`src/rtl/hsnr_pkg.sv`:
```
`timescale 1ns / 1ps
`default_nettype none
// ----------------------------------------------------------------------------
// hsnr_pkg
// Shared types and constants for the two-dimensional harmonic sum block.
// ----------------------------------------------------------------------------
package hsnr_pkg;

	localparam int STORE_DEPTH = 4096;
	localparam int ADDR_W      = $clog2(STORE_DEPTH);
	localparam int LIM_W       = ADDR_W + 1;
	localparam int MAX_LEVELS  = 8;
	localparam int LVL_W       = $clog2(MAX_LEVELS);
	localparam int LCNT_W      = LVL_W + 1;
	localparam int CELL_AW     = 1 + 2 * LVL_W;
	localparam int CELL_DEPTH  = 2 ** CELL_AW;
	localparam int SMP_W       = 16;
	localparam int SUM_W       = 24;
	localparam int SPR_W       = 23;
	localparam int CFG_W       = 13;
	localparam int IDX_W       = 12;
	localparam int BASE_W      = 16;
	localparam int ROFF_W      = 17;
	localparam int AOFF_W      = 18;
	localparam int DIFF_W      = SUM_W + 1;
	localparam int NUM_W       = DIFF_W + 8;
	localparam int DIV_STEPS   = NUM_W;
	localparam int DCNT_W      = $clog2(DIV_STEPS);

	localparam logic [1:0] CMD_SAMPLE = 2'd0;
	localparam logic [1:0] CMD_STATS  = 2'd1;
	localparam logic [1:0] CMD_QUERY  = 2'd2;

	localparam logic [1:0] CFG_ROW_LENGTH = 2'd0;
	localparam logic [1:0] CFG_ROW_COUNT  = 2'd1;
	localparam logic [1:0] CFG_HARM_COUNT = 2'd2;

	localparam logic signed [SUM_W-1:0] SAT_MAX = 24'sh7FFFFF;
	localparam logic signed [SUM_W-1:0] SAT_MIN = 24'sh800000;

	typedef enum logic [3:0] {
		ST_IDLE,
		ST_PREP,
		ST_CELL0,
		ST_CELL1,
		ST_CELL2,
		ST_DIV0,
		ST_DIV,
		ST_NORM,
		ST_DONE
	} hsnr_state_t;

	// controller to datapath
	typedef struct packed {
		logic              wr_sample;
		logic              wr_stats;
		logic              q_accept;
		logic              q_init;
		logic              cell_issue;
		logic              pair_b;
		logic              cell_fin;
		logic              step_b;
		logic              step_a;
		logic              lvl_next;
		logic              div_init;
		logic              div_step;
		logic              norm;
		logic [LVL_W-1:0]  lvl;
		logic [LVL_W-1:0]  a;
		logic [LVL_W-1:0]  b;
	} hsnr_cmd_t;

	// datapath to controller
	typedef struct packed {
		logic [LCNT_W-1:0] levels;
	} hsnr_stat_t;

endpackage

`default_nettype wire

```
`src/rtl/hsnr_ctrl.sv`:
```
`timescale 1ns / 1ps
`default_nettype none
// ----------------------------------------------------------------------------
// hsnr_ctrl
// Sequencer: walks levels and cells of a query, then the divider per level.
// ----------------------------------------------------------------------------
module hsnr_ctrl
	import hsnr_pkg::*;
(
	input  wire logic       clk,
	input  wire logic       arst_n,
	input  wire logic       start,
	input  wire logic [1:0] cmd,
	input  wire hsnr_stat_t stat,
	output hsnr_cmd_t       ctl,
	output logic            busy,
	output logic            done
);

	hsnr_state_t       state_q, state_d;
	logic [LVL_W-1:0]  lvl_q, a_q, b_q;
	logic [DCNT_W-1:0] div_cnt_q;
	logic              last_lvl, last_b, last_a, accept;

	assign accept   = start && (state_q == ST_IDLE);
	assign last_lvl = ({1'b0, lvl_q} == (stat.levels - LCNT_W'(1)));
	assign last_b   = (b_q == lvl_q);
	assign last_a   = (a_q == lvl_q);

	// next state
	always_comb begin
		state_d = state_q;
		case (state_q)
			ST_IDLE: begin
				if (accept && (cmd == CMD_QUERY)) state_d = ST_PREP;
			end
			ST_PREP: begin
				if (stat.levels == '0) state_d = ST_DONE;
				else state_d = ST_CELL0;
			end
			ST_CELL0: state_d = ST_CELL1;
			ST_CELL1: state_d = ST_CELL2;
			ST_CELL2: begin
				if (last_a && last_b) state_d = ST_DIV0;
				else state_d = ST_CELL0;
			end
			ST_DIV0:  state_d = ST_DIV;
			ST_DIV: begin
				if (div_cnt_q == DCNT_W'(DIV_STEPS - 1)) state_d = ST_NORM;
			end
			ST_NORM: begin
				if (last_lvl) state_d = ST_DONE;
				else state_d = ST_CELL0;
			end
			ST_DONE:  state_d = ST_IDLE;
			default:  state_d = ST_IDLE;
		endcase
	end

	// state and loop counters
	always_ff @(posedge clk or negedge arst_n) begin
		if (!arst_n) begin
			state_q   <= ST_IDLE;
			lvl_q     <= '0;
			a_q       <= '0;
			b_q       <= '0;
			div_cnt_q <= '0;
		end else begin
			state_q <= state_d;
			case (state_q)
				ST_PREP: begin
					lvl_q <= '0;
					a_q   <= '0;
					b_q   <= '0;
				end
				ST_CELL2: begin
					if (!last_b) begin
						b_q <= b_q + LVL_W'(1);
					end else if (!last_a) begin
						b_q <= '0;
						a_q <= a_q + LVL_W'(1);
					end
				end
				ST_DIV0: div_cnt_q <= '0;
				ST_DIV:  div_cnt_q <= div_cnt_q + DCNT_W'(1);
				ST_NORM: begin
					lvl_q <= lvl_q + LVL_W'(1);
					a_q   <= '0;
					b_q   <= '0;
				end
				default: ;
			endcase
		end
	end

	// outputs
	always_comb begin
		ctl            = '0;
		ctl.lvl        = lvl_q;
		ctl.a          = a_q;
		ctl.b          = b_q;
		ctl.wr_sample  = accept && (cmd == CMD_SAMPLE);
		ctl.wr_stats   = accept && (cmd == CMD_STATS);
		ctl.q_accept   = accept && (cmd == CMD_QUERY);
		ctl.q_init     = (state_q == ST_PREP);
		ctl.cell_issue = (state_q == ST_CELL0);
		ctl.pair_b     = (state_q == ST_CELL1);
		ctl.cell_fin   = (state_q == ST_CELL2);
		ctl.step_b     = (state_q == ST_CELL2) && !last_b;
		ctl.step_a     = (state_q == ST_CELL2) && last_b && !last_a;
		ctl.div_init   = (state_q == ST_DIV0);
		ctl.div_step   = (state_q == ST_DIV);
		ctl.norm       = (state_q == ST_NORM);
		ctl.lvl_next   = (state_q == ST_NORM) && !last_lvl;
		busy           = (state_q != ST_IDLE);
		done           = (state_q == ST_DONE);
	end

	// checks
	a_done_pulse: assert property (@(posedge clk) disable iff (!arst_n)
		state_q == ST_DONE |=> state_q == ST_IDLE)
		else $error("result strobe longer than one cycle");
	a_cell_seq: assert property (@(posedge clk) disable iff (!arst_n)
		state_q == ST_CELL0 |=> state_q == ST_CELL1 ##1 state_q == ST_CELL2)
		else $error("cell sequence broken");
	a_div_len: assert property (@(posedge clk) disable iff (!arst_n)
		(state_q == ST_DIV && div_cnt_q != DCNT_W'(DIV_STEPS - 1)) |=> state_q == ST_DIV)
		else $error("divider left early");
	a_steps: assert property (@(posedge clk) disable iff (!arst_n)
		$onehot0({ctl.step_b, ctl.step_a, ctl.lvl_next}))
		else $error("conflicting loop steps");
	a_cnt_range: assert property (@(posedge clk) disable iff (!arst_n)
		state_q == ST_CELL0 |-> (a_q <= lvl_q && b_q <= lvl_q))
		else $error("cell index beyond level");

endmodule

`default_nettype wire

```
`config.mk`:
```
export PLATFORM = sky130hd
export DESIGN_NAME = hsnr_ctrl
export DESIGN_NICKNAME = d
export VERILOG_FILES = /design/src/rtl/hsnr_pkg.sv /design/src/rtl/hsnr_ctrl.sv
export SDC_FILE = /design/constraint.sdc
export NUM_CORES = 1
export LEC_CHECK = 0
export BUFFER_PORTS_ARGS = -buffer_cell sky130_fd_sc_hd__buf_4
export CAP_MARGIN = 15
export CORE_AREA = 2 2 52 54
export CTS_BUF_LIST = sky130_fd_sc_hd__clkbuf_8
export CTS_CLUSTER_DIAMETER = 50
export DETAILED_ROUTE_END_ITERATION = 6
export DIE_AREA = 0 0 54 56
export GPL_TIMING_DRIVEN = 0
export PLACE_DENSITY = 0.79
export SLEW_MARGIN = 30
export SYNTH_ARGS = -nofsm -noshare
export SYNTH_HDL_FRONTEND = slang
export SYNTH_SLANG_ARGS = --single-unit
```
`constraint.sdc`:
```
create_clock -name clk -period 2.4 [get_ports clk]
set_input_delay 0.48 -clock clk [delete_from_list [all_inputs] [get_ports clk]]
set_output_delay 0.48 -clock clk [all_outputs]
set_load 0.01 [all_outputs]
```
Word level (Yosys, flattened, before mapping)
Cells that the tools add are included.

word-level totals
  flip-flop bits (word level) = 19
  latch bits = 0
  bits in writable memories = 0
  memory bits (read-only) = 0
  bits of input ports = 9
  output and inout port bits = 24
  word-level logic and storage cells = 66
  memories kept = 0

operators by class
  add/subtract/negate cells = 5
  $mul = 0
  div/mod/pow operators = 0
  order comparisons = 0
  eq/ne operators = 19
  shift operators = 0
  muxes and demuxes = 14
  bitwise operators = 0
  reduce and logical (&&, ||, !) cells = 23

operator list
  kind                                                    count
  one-hot mux 4 bit (8 select lines)                      1
  one-hot mux 3 bit (2 select lines)                      3
  == test 4 x 3 -> 1 bit (second input constant)          4
  two-way mux 4 bit                                       4
  two-way mux 3 bit                                       5
  one-hot mux 6 bit (2 select lines)                      1
  adder 3 x 1 -> 3 bit (second input constant)            3
  logical AND 1 bit                                       9
  == test 4 x 2 -> 1 bit (second input constant)          2
  logical NOT 4 bit                                       2
  adder 6 x 1 -> 6 bit (second input constant)            1
  == test 3 bit                                           2
  == test 6 bit (second input constant)                   1
  nonzero test 2 bit                                      3
  == test 3 x 4 -> 1 bit                                  1
  == test 4 x 1 -> 1 bit (second input constant)          1
  == test 4 bit (second input constant)                   1
  inequality test 2 x 1 -> 1 bit (second input constant)  2
  inequality test 2 bit (second input constant)           2
  AND reduction 2 bit                                     2
  nonzero test 4 bit                                      1
  subtractor 4 x 1 -> 4 bit (second input constant)       1
  logical NOT 1 bit                                       3
  inequality test 3 bit (second input constant)           1
  5 further kinds                                         5

Longest topological paths before layout
Gate-level depths: netlist of run 1.

  depth after elaboration = 5
  gate-level depth with buffers = 7
  depth with buffers taken out = 6

Least setup slack after synthesis of run 1
No wires, ideal clock.

  path type = reg2out
  from = register state_q[0]
  to = output ctl[13] (netlist name)
  arrival time = 1.482 ns
  required time = 1.920 ns
  path slack = 0.438 ns
  stages on the path, launching flop included = 6
  path buffers = 2
  cells stage by stage = dfrtp_1 > buf_6 > or4b_4 > inv_1 > and3_1 > buf_2

RTL lines
  what                    line             text
  from (decl)             hsnr_ctrl.sv:20  hsnr_state_t state_q, state_d;
  from (signal assigned)  hsnr_ctrl.sv:69  state_q <= state_d;
  to (decl)               hsnr_ctrl.sv:15  output hsnr_cmd_t ctl,

==> flow_metrics.py, run 1 <==
metrics = {
    "timing": {
        "fmax_ghz": 0.431,
        "period_share_pct": 96.7,
        "max_slew.worst_pin.slew_ns": 0.478,
        "setup_viol_count_final": 0,
        "worst_slew_margin_rel_pct": 67.8,
        "final_hold_viol_count": 0,
        "skew_ns": 0.00257,
        "fin_crit_ns": 2.32,
        "slew_violations": 0,
        "holdWs_ns": 0.0908,
    },
    "synth": {
        "synthesis.nets": 153,
        "yosysWarnings": 0,
        "synth_top_cells_by_count": "19 x dfrtp_1, 12 x nand2_1, 11 x xnor2_1, 10 x inv_1, 10 x o21ai_0",
        "synthXorXnorAreaFrac_pct": 8.87,
        "synthTopCellsByArea": "dfrtp_1 37%, xnor2_1 7.5%, ha_1 6.8%",
        "synthMuxAreaShare_pct": 4.00,
        "synth_compound_area_share_pct": 12.6,
        "syn_inst": 137,
        "synth_edf_count": 0,
        "yosysTopAreaCell": "dfrtp_1",
        "async_reset_ff_share_pct": 100,
        "yosysUniqueCellTypes": 39,
        "ys_seq_area_share_pct": 37.0,
        "avgSynthCellArea_um2": 9.37,
        "yosysMostFrequentCell": "dfrtp_1",
        "yosys_most_used_dff": "dfrtp_1",
        "synth_simple_gate_area_share_pct": 25.3,
        "synth_top_area_share_pct": 37.0,
        "synth_area_um2": 1280,
        "synth_adder_area_share_pct": 6.82,
        "synth_top_family_by_area": "simple AND/OR/NAND/NOR gates",
        "ys_seq_elements": 19,
    },
    "layout": {
        "areaGrowthSynthToFinish_pct": 26.3,
        "fillers": 206,
        "num_antenna_cells": 0,
        "final_cells": 203,
        "nets": 190,
        "ff_latch_area_um2": 475,
        "post_route_cells_drive_above_1_share_pct": 26.6,
        "multi_input_area_um2": 754,
    },
    "global_routing": {
        "grt_pass1_wl_um": 4750,
        "grt_usage_pct": 20.3,
        "grt_pass1_vias": 1123,
        "grt_max_degree": 20,
        "grt_overflow_total": 0,
        "antenna_found_initial": 0,
    },
    "die": {
        "initial_core_util_pct": 52.8,
        "rows": 18,
        "coreArea_um2": 2430,
        "die-area_um2": 3020,
        "fp.dieW_um": 54,
        "die_h_um": 56,
        "io_pins": 33,
    },
    "placed_design": {
        "port_buffers": 32,
        "dp_hpwl_um": 2230,
        "gp_congestion": 0.796,
        "dp.cells": 199,
    },
    "detailed_routing": {
        "drt_pass1_iterations": 4,
        "via_per_inst": 5.61,
        "drt_iter0_drc": 17,
        "drc": 0,
        "drt_wl_total_um": 2810,
        "ant_nets": 0,
        "wl_per_cell_um": 13.9,
        "vias": 1138,
    },
    "clock_network": {
        "cts_hold_buf": 0,
        "cts_buffer_depth": 2,
        "clock-sinks": 19,
        "cts_tree": "yes",
        "cts_inserted_buffers": 3,
        "root_buffer": "clkbuf_8",
        "clk_latency_ns": 0.25,
        "cts_max_level": 1,
        "clk_pin_slew_ns": 0.07,
    },
    "worst_setup_path": {
        "cp.required_ns": 1.92,
        "crit_path_start_kind": "flip-flop",
        "r2r-start": "state_q[0]",
        "crit_fanout": 10,
        "startpoint": "state_q[0]",
        "end_kind": "primary output",
        "critPathKind": "flip-flop to primary output",
        "arrival_ns": 1.84,
    },
    "worst_hold_path": {
        "holdCritPathClass": "input port to async pin",
    },
    "run": {
        "drv_cap": 0,
    },
    "power_and_ir_drop": {
        "powerDensity_nw_per_um2": 1050,
        "power_leakage_nw": 0.810,
        "ir_drop_uv": 608,
    },
    "run_status": {
        "status": "completed",
    },
}
-- cell usage in the layout (no fill, tap or decap), types with 2 or more instances in the layout --
master	synthesis	final
and2_1	2	2
buf_4	1	33
nand4_1	4	4
clkbuf_1	2	2
and3_1	3	3
nor2_1	9	9
ha_1	7	7
nor4_1	2	2
nand3_1	3	3
mux2i_1	4	4
a22o_1	3	3
nand2_1	12	12
dfrtp_1	19	19
xnor2_1	11	9
xor2_1	2	2
o21ai_0	10	10
inv_1	10	10
nand3b_1	4	4
clkbuf_8	0	3
nor4b_1	3	3
a21oi_1	2	2
nor3_1	6	6
xnor2_2	0	2
-- kinds of logic after synthesis --
kind of cell | count (synthesis)
AND/OR/NAND/NOR | 56
flip-flops | 19
XOR/XNOR | 13
adder cells (fa/ha/maj) | 7
AO/OA/AOI/OAI | 22
multiplexers | 5
buffers and inverters | 15
-- power breakdown --
part | internal [mW] | switching, mW
combinational | 0.442 | 0.518
clock | 0.114 | 0.106
sequential | 0.407 | 0.112
total | 0.962 | 0.736
-- path summary, 6_finish.rpt --
kind                                end  slack, ns  cells after the start
setup / recovery                ctl[13]       0.08                      6
hold / removal                   a_q[2]       0.09                      1
setup reg to reg                 b_q[2]       0.47                      5
hold reg to reg            div_cnt_q[5]       0.49                      1
max in group asynchronous  div_cnt_q[4]       2.11                      1
min in group clk           div_cnt_q[5]       0.49                      1
-- critical path, stage by stage, from the launching register on --
cell and delay (ns):
dfrtp_1 0.38, buf_6 0.13, or4b_4 0.56, inv_2 0.11, and3_1 0.14, buf_2 0.14
buf_4 0.12
-- metal layers --
layer,global-route usage [%],vias up,share of wire (%)
met5,0,-,0
met4,6.07,0,1.5
met1,25.4,535,43
met2,34.7,31,51
li1,-,566,-
met3,3.49,6,4.7
-- layout make-up --
class / count / share of cell area [%]
plain buffers: 5 / 1.93
multi-input cells: 103 / 46.5
flip-flops and latches: 19 / 29.3
well taps: 30 / 2.31
clock inverters: 1 / 0.231
clock buffers: 3 / 2.55
repair buffers: 32 / 14.8
inverters: 10 / 2.31
-- registers in the layout, summed over array words and instances, names as in the netlist --
signal,flops
b_q,3
state_q,4
div_cnt_q,6
a_q,3
lvl_q,3
-- through the flow --
| stage | worst slack [ns] | instance area (µm²) | utilization (%) | setup TNS, ns | power [mW] |
|---|---|---|---|---|---|
| after detailed placement | 0.145 | 1560 | 64.2 | 0 | 1.47 |
| after floorplan | 0.438 | 1280 | - | 0 | 1.15 |
| final | 0.0792 | 1620 | 66.7 | 0 | 1.70 |
| after global placement | 0.150 | 1560 | 64.2 | 0 | 1.43 |
| after CTS | 0.0204 | 1610 | 66.0 | 0 | 1.70 |
| after global routing | -0.00438 | 1620 | 66.7 | -0.00438 | 1.84 |
-- repair_timing --
item | CTS | global route
gates resized for setup | 0 | 3
setup buffers | 0 | 0
hold endpoints to repair | 0 | 0
endpoints found under the setup margin | 0 | 1
No activity file was read; power rests on OpenSTA's default activity.
==> inputs of run 2 (changes only) <==
==> constraint.sdc (replaced) <==
create_clock -name clk -period 2.5 [get_ports clk]
set_input_delay 0.5 -clock clk [delete_from_list [all_inputs] [get_ports clk]]
set_output_delay 0.5 -clock clk [all_outputs]
set_load 0.01 [all_outputs]
==> run 2 against run 1 <==
Wire length rose by 0.82%. Critical path type unchanged. Sequential share of layout area increased by 0.27 points. Register-to-register slack better by 0.11 ns.
==> flow_metrics.py, run 2 (synthesis results as in run 1) <==
metrics = {
    "global_routing": {
        "grt_max_degree": 20,
        "grt_pass1_wl_um": 4750,
        "antenna_found_initial": 0,
        "grt_overflow_total": 0,
        "grt_pass1_vias": 1123,
        "grt_usage_pct": 20.3,
    },
    "layout": {
        "largest_reg_flops": 6,
        "num_antenna_cells": 0,
        "post_route_cells_drive_above_1_share_pct": 24.9,
        "nets": 190,
        "regMostFlops": "div_cnt_q",
        "top_regs": "div_cnt_q (6), state_q (4)",
        "mostFrequentLayoutCells": "33 x buf_4, 19 x dfrtp_1, 12 x nand2_1",
        "final_common_cell": "buf_4",
        "areaGrowthSynthToFinish_pct": 25.1,
    },
    "timing": {
        "fin_crit_ns": 2.40,
        "setup_ws_ns": 0.0983,
        "final_hold_viol_count": 0,
        "rsz0062_at_grt": "no",
        "fmax_ghz": 0.416,
        "slew_violations": 0,
        "period_share_pct": 96.1,
        "final.setup.tns_ns": 0,
        "max_slew.worst_pin.slew_ns": 0.480,
        "worst_slew_margin_rel_pct": 67.7,
        "setup_viol_count_final": 0,
        "skew_ns": 0.00205,
    },
    "die": {
        "fp.dieW_um": 54,
        "io_pins": 33,
        "rows": 18,
        "die-area_um2": 3020,
        "coreArea_um2": 2430,
        "die_h_um": 56,
        "initial_core_util_pct": 52.8,
    },
    "power_and_ir_drop": {
        "powerDensity_nw_per_um2": 1010,
        "power_leakage_nw": 0.808,
        "power_frac_comb_pct": 56.4,
        "switching_share_pct": 43.5,
        "p_switching_mw": 0.705,
        "p_int_mw": 0.917,
        "p_seq_share_pct": 30.6,
        "clkPwrFrac_pct": 13.0,
        "ir_drop_uv": 586,
    },
    "clock_network": {
        "clk_pin_slew_ns": 0.07,
        "cts_inserted_buffers": 3,
        "cts_tree": "yes",
        "cts_setup_buffers": 0,
        "clock-sinks": 19,
        "cts_hold_buf": 0,
        "clk_latency_ns": 0.25,
        "cts_buffer_depth": 2,
        "cts_resized": 0,
        "cts_max_level": 1,
        "root_buffer": "clkbuf_8",
    },
    "run": {
        "drv_cap": 0,
    },
    "worst_setup_path": {
        "arrival_ns": 1.90,
        "crit_chain": "buf_6, or4b_4, inv_1, and3_1, buf_2, buf_4",
        "critPathKind": "flip-flop to primary output",
        "rr_worst_depth": 5,
        "cp_slowest_stage_delay_ns": 0.55,
        "rrSetupSlack_ns": 0.58,
        "cp.required_ns": 2.00,
        "r2r-end": "b_q[2]",
        "crit_fanout": 10,
        "r2r-start": "state_q[0]",
        "end_kind": "primary output",
        "crit_path_start_kind": "flip-flop",
        "startpoint": "state_q[0]",
        "cp_slowest_cell": "or4b_4",
    },
    "placed_design": {
        "gp_congestion": 0.796,
        "dp_hpwl_um": 2230,
        "port_buffers": 32,
        "dp_slack_ns": 0.205,
    },
    "detailed_routing": {
        "drt_pass1_iterations": 4,
        "drt_wl_total_um": 2840,
        "via_per_inst": 5.64,
        "ant_nets": 0,
        "drc": 0,
        "vias": 1144,
        "drt_iter0_drc": 17,
        "wl_per_cell_um": 14.0,
    },
    "worst_hold_path": {
        "holdCritPathClass": "input port to async pin",
    },
    "run_status": {
        "status": "completed",
    },
}
[run 2: cell type report]
| type | instances | area (µm²) |
|---|---|---|
| clock buffer | 3 | 41.3 |
| inverter | 10 | 37.5 |
| sequential | 19 | 475 |
| fill | 207 | 826 |
| tap | 30 | 37.5 |
| buffer | 5 | 31.3 |
| timing repair buffer | 32 | 240 |
| clock inverter | 1 | 3.75 |
| multi-input combinational | 103 | 739 |
[run 2: worst max-delay path, delay by kind of cell, from the launching register on]
| family | cells | cell delay (ns) |
|---|---|---|
| flip-flops | 1 | 0.38 |
| buffers and inverters | 4 | 0.55 |
| AND/OR/NAND/NOR | 2 | 0.71 |
[run 2: how the worst max path moves through the flow]
stage,end,cells after the start
2_1_floorplan,ctl[13],5
3_3_place_gp,ctl[12],7
3_5_place_dp,ctl[12],7
4_1_cts,ctl[13],6
5_1_grt,ctl[13],6
6_report,ctl[13],6
[run 2: power groups by stage]
stage	sequential (mW)	combinational (mW)	clock, mW
3_5_place_dp	0.499	0.915	0
5_1_grt	0.511	1.02	0.223
6_report	0.497	0.914	0.211
4_1_cts	0.495	0.920	0.212
2_1_floorplan	0.491	0.609	0
3_3_place_gp	0.493	0.878	0
[run 2: per-layer routing]
layer	routed length (µm)	vias to the layer above	GRT usage, %
met1	1200	539	25.4
li1	-	564	-
met3	142	6	3.49
met4	43	0	6.07
met2	1450	35	34.7
met5	0	-	0
[run 2: metrics by stage]
step	cell area [µm²]	power, mW	utilization [%]	hold WS (ns)	std cells
final	1610	1.62	66.0	0.111	203
after global routing	1610	1.76	66.0	0.127	203
after CTS	1610	1.63	66.0	0.120	203
after detailed placement	1560	1.41	64.2	0.390	199
after global placement	1560	1.37	64.2	0.388	199
after floorplan	1280	1.10	-	0.204	137
==> inputs of run 3 (changes only) <==
--- a/config.mk
+++ b/config.mk
@@ -7,13 +7,14 @@
 export LEC_CHECK = 0
 export BUFFER_PORTS_ARGS = -buffer_cell sky130_fd_sc_hd__buf_4
 export CAP_MARGIN = 15
-export CORE_AREA = 2 2 52 54
+export CORE_AREA = 2 2 50 52
 export CTS_BUF_LIST = sky130_fd_sc_hd__clkbuf_8
 export CTS_CLUSTER_DIAMETER = 50
 export DETAILED_ROUTE_END_ITERATION = 6
-export DIE_AREA = 0 0 54 56
+export DIE_AREA = 0 0 52 54
 export GPL_TIMING_DRIVEN = 0
-export PLACE_DENSITY = 0.79
+export MAX_ROUTING_LAYER = met4
+export PLACE_DENSITY = 0.85
 export SLEW_MARGIN = 30
 export SYNTH_ARGS = -nofsm -noshare
 export SYNTH_HDL_FRONTEND = slang
==> constraint.sdc (replaced) <==
create_clock -name clk -period 3 [get_ports clk]
set_input_delay 0.6 -clock clk [delete_from_list [all_inputs] [get_ports clk]]
set_output_delay 0.6 -clock clk [all_outputs]
set_load 0.01 [all_outputs]
==> run 3 against run 2 <==
Global-route usage is 4.5 points higher. Sequential share of layout area hardly changed. Die area is 7.1% lower. Clock power down 16%. Total power fell by 15%. Clock skew is 0.0026 ns higher. Combinational power is 14% lower. Via count is 2.6% higher. Worst setup slack improved by 0.33 ns. Critical endpoint is now ctl[12]. Largest cell class unchanged. Largest power group unchanged. Highest routed layer unchanged.
==> flow_metrics.py, run 3 (synthesis results as in run 1) <==
metrics = {
    "run_status": {
        "status": "completed",
    },
    "global_routing": {
        "grt_pass1_wl_um": 4890,
        "grt_max_degree": 20,
        "grt_pass1_vias": 1151,
        "grt_usage_pct": 24.8,
        "grt_overflow_total": 0,
        "antenna_found_initial": 0,
    },
    "timing": {
        "rsz0062_at_grt": "no",
        "worst_slew_margin_rel_pct": 61.4,
        "fin_crit_ns": 2.57,
        "final_hold_viol_count": 0,
        "holdWs_ns": 0.204,
        "fmax_ghz": 0.390,
        "final.setup.tns_ns": 0,
        "period_share_pct": 85.6,
        "skew_ns": 0.00467,
        "max_slew.worst_pin.slew_ns": 0.573,
        "setup_ws_ns": 0.433,
        "setup_viol_count_final": 0,
        "slew_violations": 0,
    },
    "detailed_routing": {
        "drt_iter0_drc": 27,
        "ant_nets": 0,
        "drc": 0,
        "drt_pass1_iterations": 4,
        "wl_per_cell_um": 15.1,
        "vias": 1174,
        "via_per_inst": 5.78,
        "drt_wl_total_um": 3070,
    },
    "layout": {
        "largest_reg_flops": 6,
        "fillers": 194,
        "post_route_cells_drive_above_1_share_pct": 25.4,
        "nets": 190,
        "fin_util_pct": 69.3,
        "areaGrowthSynthToFinish_pct": 25.2,
        "mostFrequentLayoutCells": "33 x buf_4, 19 x dfrtp_1, 12 x nand2_1",
        "num_antenna_cells": 0,
        "regMostFlops": "div_cnt_q",
        "final_common_cell": "buf_4",
        "top_regs": "div_cnt_q (6), state_q (4)",
    },
    "clock_network": {
        "cts_buffer_depth": 2,
        "cts_setup_buffers": 0,
        "cts_resized": 0,
        "cts_max_level": 1,
        "clk_latency_ns": 0.25,
        "root_buffer": "clkbuf_8",
        "cts_hold_buf": 0,
        "cts_inserted_buffers": 3,
        "clock-sinks": 19,
        "cts_tree": "yes",
        "clk_pin_slew_ns": 0.07,
    },
    "die": {
        "io_pins": 33,
        "coreArea_um2": 2320,
        "initial_core_util_pct": 55.3,
        "die-area_um2": 2810,
        "fp.dieW_um": 52,
        "rows": 18,
        "die_h_um": 54,
    },
    "run": {
        "drv_cap": 0,
    },
    "power_and_ir_drop": {
        "powerDensity_nw_per_um2": 855,
        "ir_drop_uv": 500,
        "power_leakage_nw": 0.807,
        "power_mw": 1.37,
    },
    "worst_setup_path": {
        "startpoint": "stat[0]",
        "rrSetupSlack_ns": 1.07,
        "crit_fanout": 3,
        "arrival_ns": 1.97,
        "end_kind": "primary output",
        "critPathKind": "input port to primary output",
        "crit_path_start_kind": "input port",
        "r2r-start": "state_q[0]",
        "cp.required_ns": 2.40,
    },
    "placed_design": {
        "port_buffers": 32,
        "dp_hpwl_um": 2410,
        "gp_congestion": 0.784,
        "dp_slack_ns": 0.469,
    },
    "worst_hold_path": {
        "holdCritPathClass": "input port to async pin",
    },
}
[run 3: critical path, cell delays in order]
cell and delay [ns]:
buf_4 0.10, inv_1 0.05, ha_1 0.30, xnor2_1 0.13, nor4_1 0.53, nor2_1 0.08
buf_4 0.17
[run 3: report_power, final]
group	internal, mW	total, mW	leakage [nW]	switching (mW)
logic	0.348	0.786	0.526	0.438
clock network	0.0923	0.177	0.0255	0.0845
registers	0.325	0.411	0.255	0.0859
[run 3: per-layer routing]
layer  global-route usage [%]  share of wire, %
met2                     47.9                58
met5                        -                 0
met1                     24.3                38
met4                     11.4              0.91
met3                     3.61               3.4
[run 3: final timing paths]
check,cells after the start,endpoint
max,7,ctl[12]
min,1,lvl_q[2]
max reg2reg,5,b_q[2]
min reg2reg,1,div_cnt_q[5]
max in group asynchronous,1,a_q[2]
min in group clk,1,div_cnt_q[5]
[run 3: per-stage QoR]
stage               instance area [µm²]  instances
floorplan                          1280        137
global placement                   1560        199
detailed placement                 1560        199
CTS                                1610        203
global route                       1610        203
finish                             1610        203
[run 3: cell type report]
cell class	count	area (µm²)	share of cell area, %
Buffer	5	31.3	1.95
Clock buffer	3	41.3	2.57
Clock inverter	1	5.00	0.311
Inverter	10	37.5	2.33
Multi-Input combinational cell	103	739	46.0
Sequential cell	19	475	29.6
Tap cell	30	37.5	2.33
Timing Repair Buffer	32	240	14.9
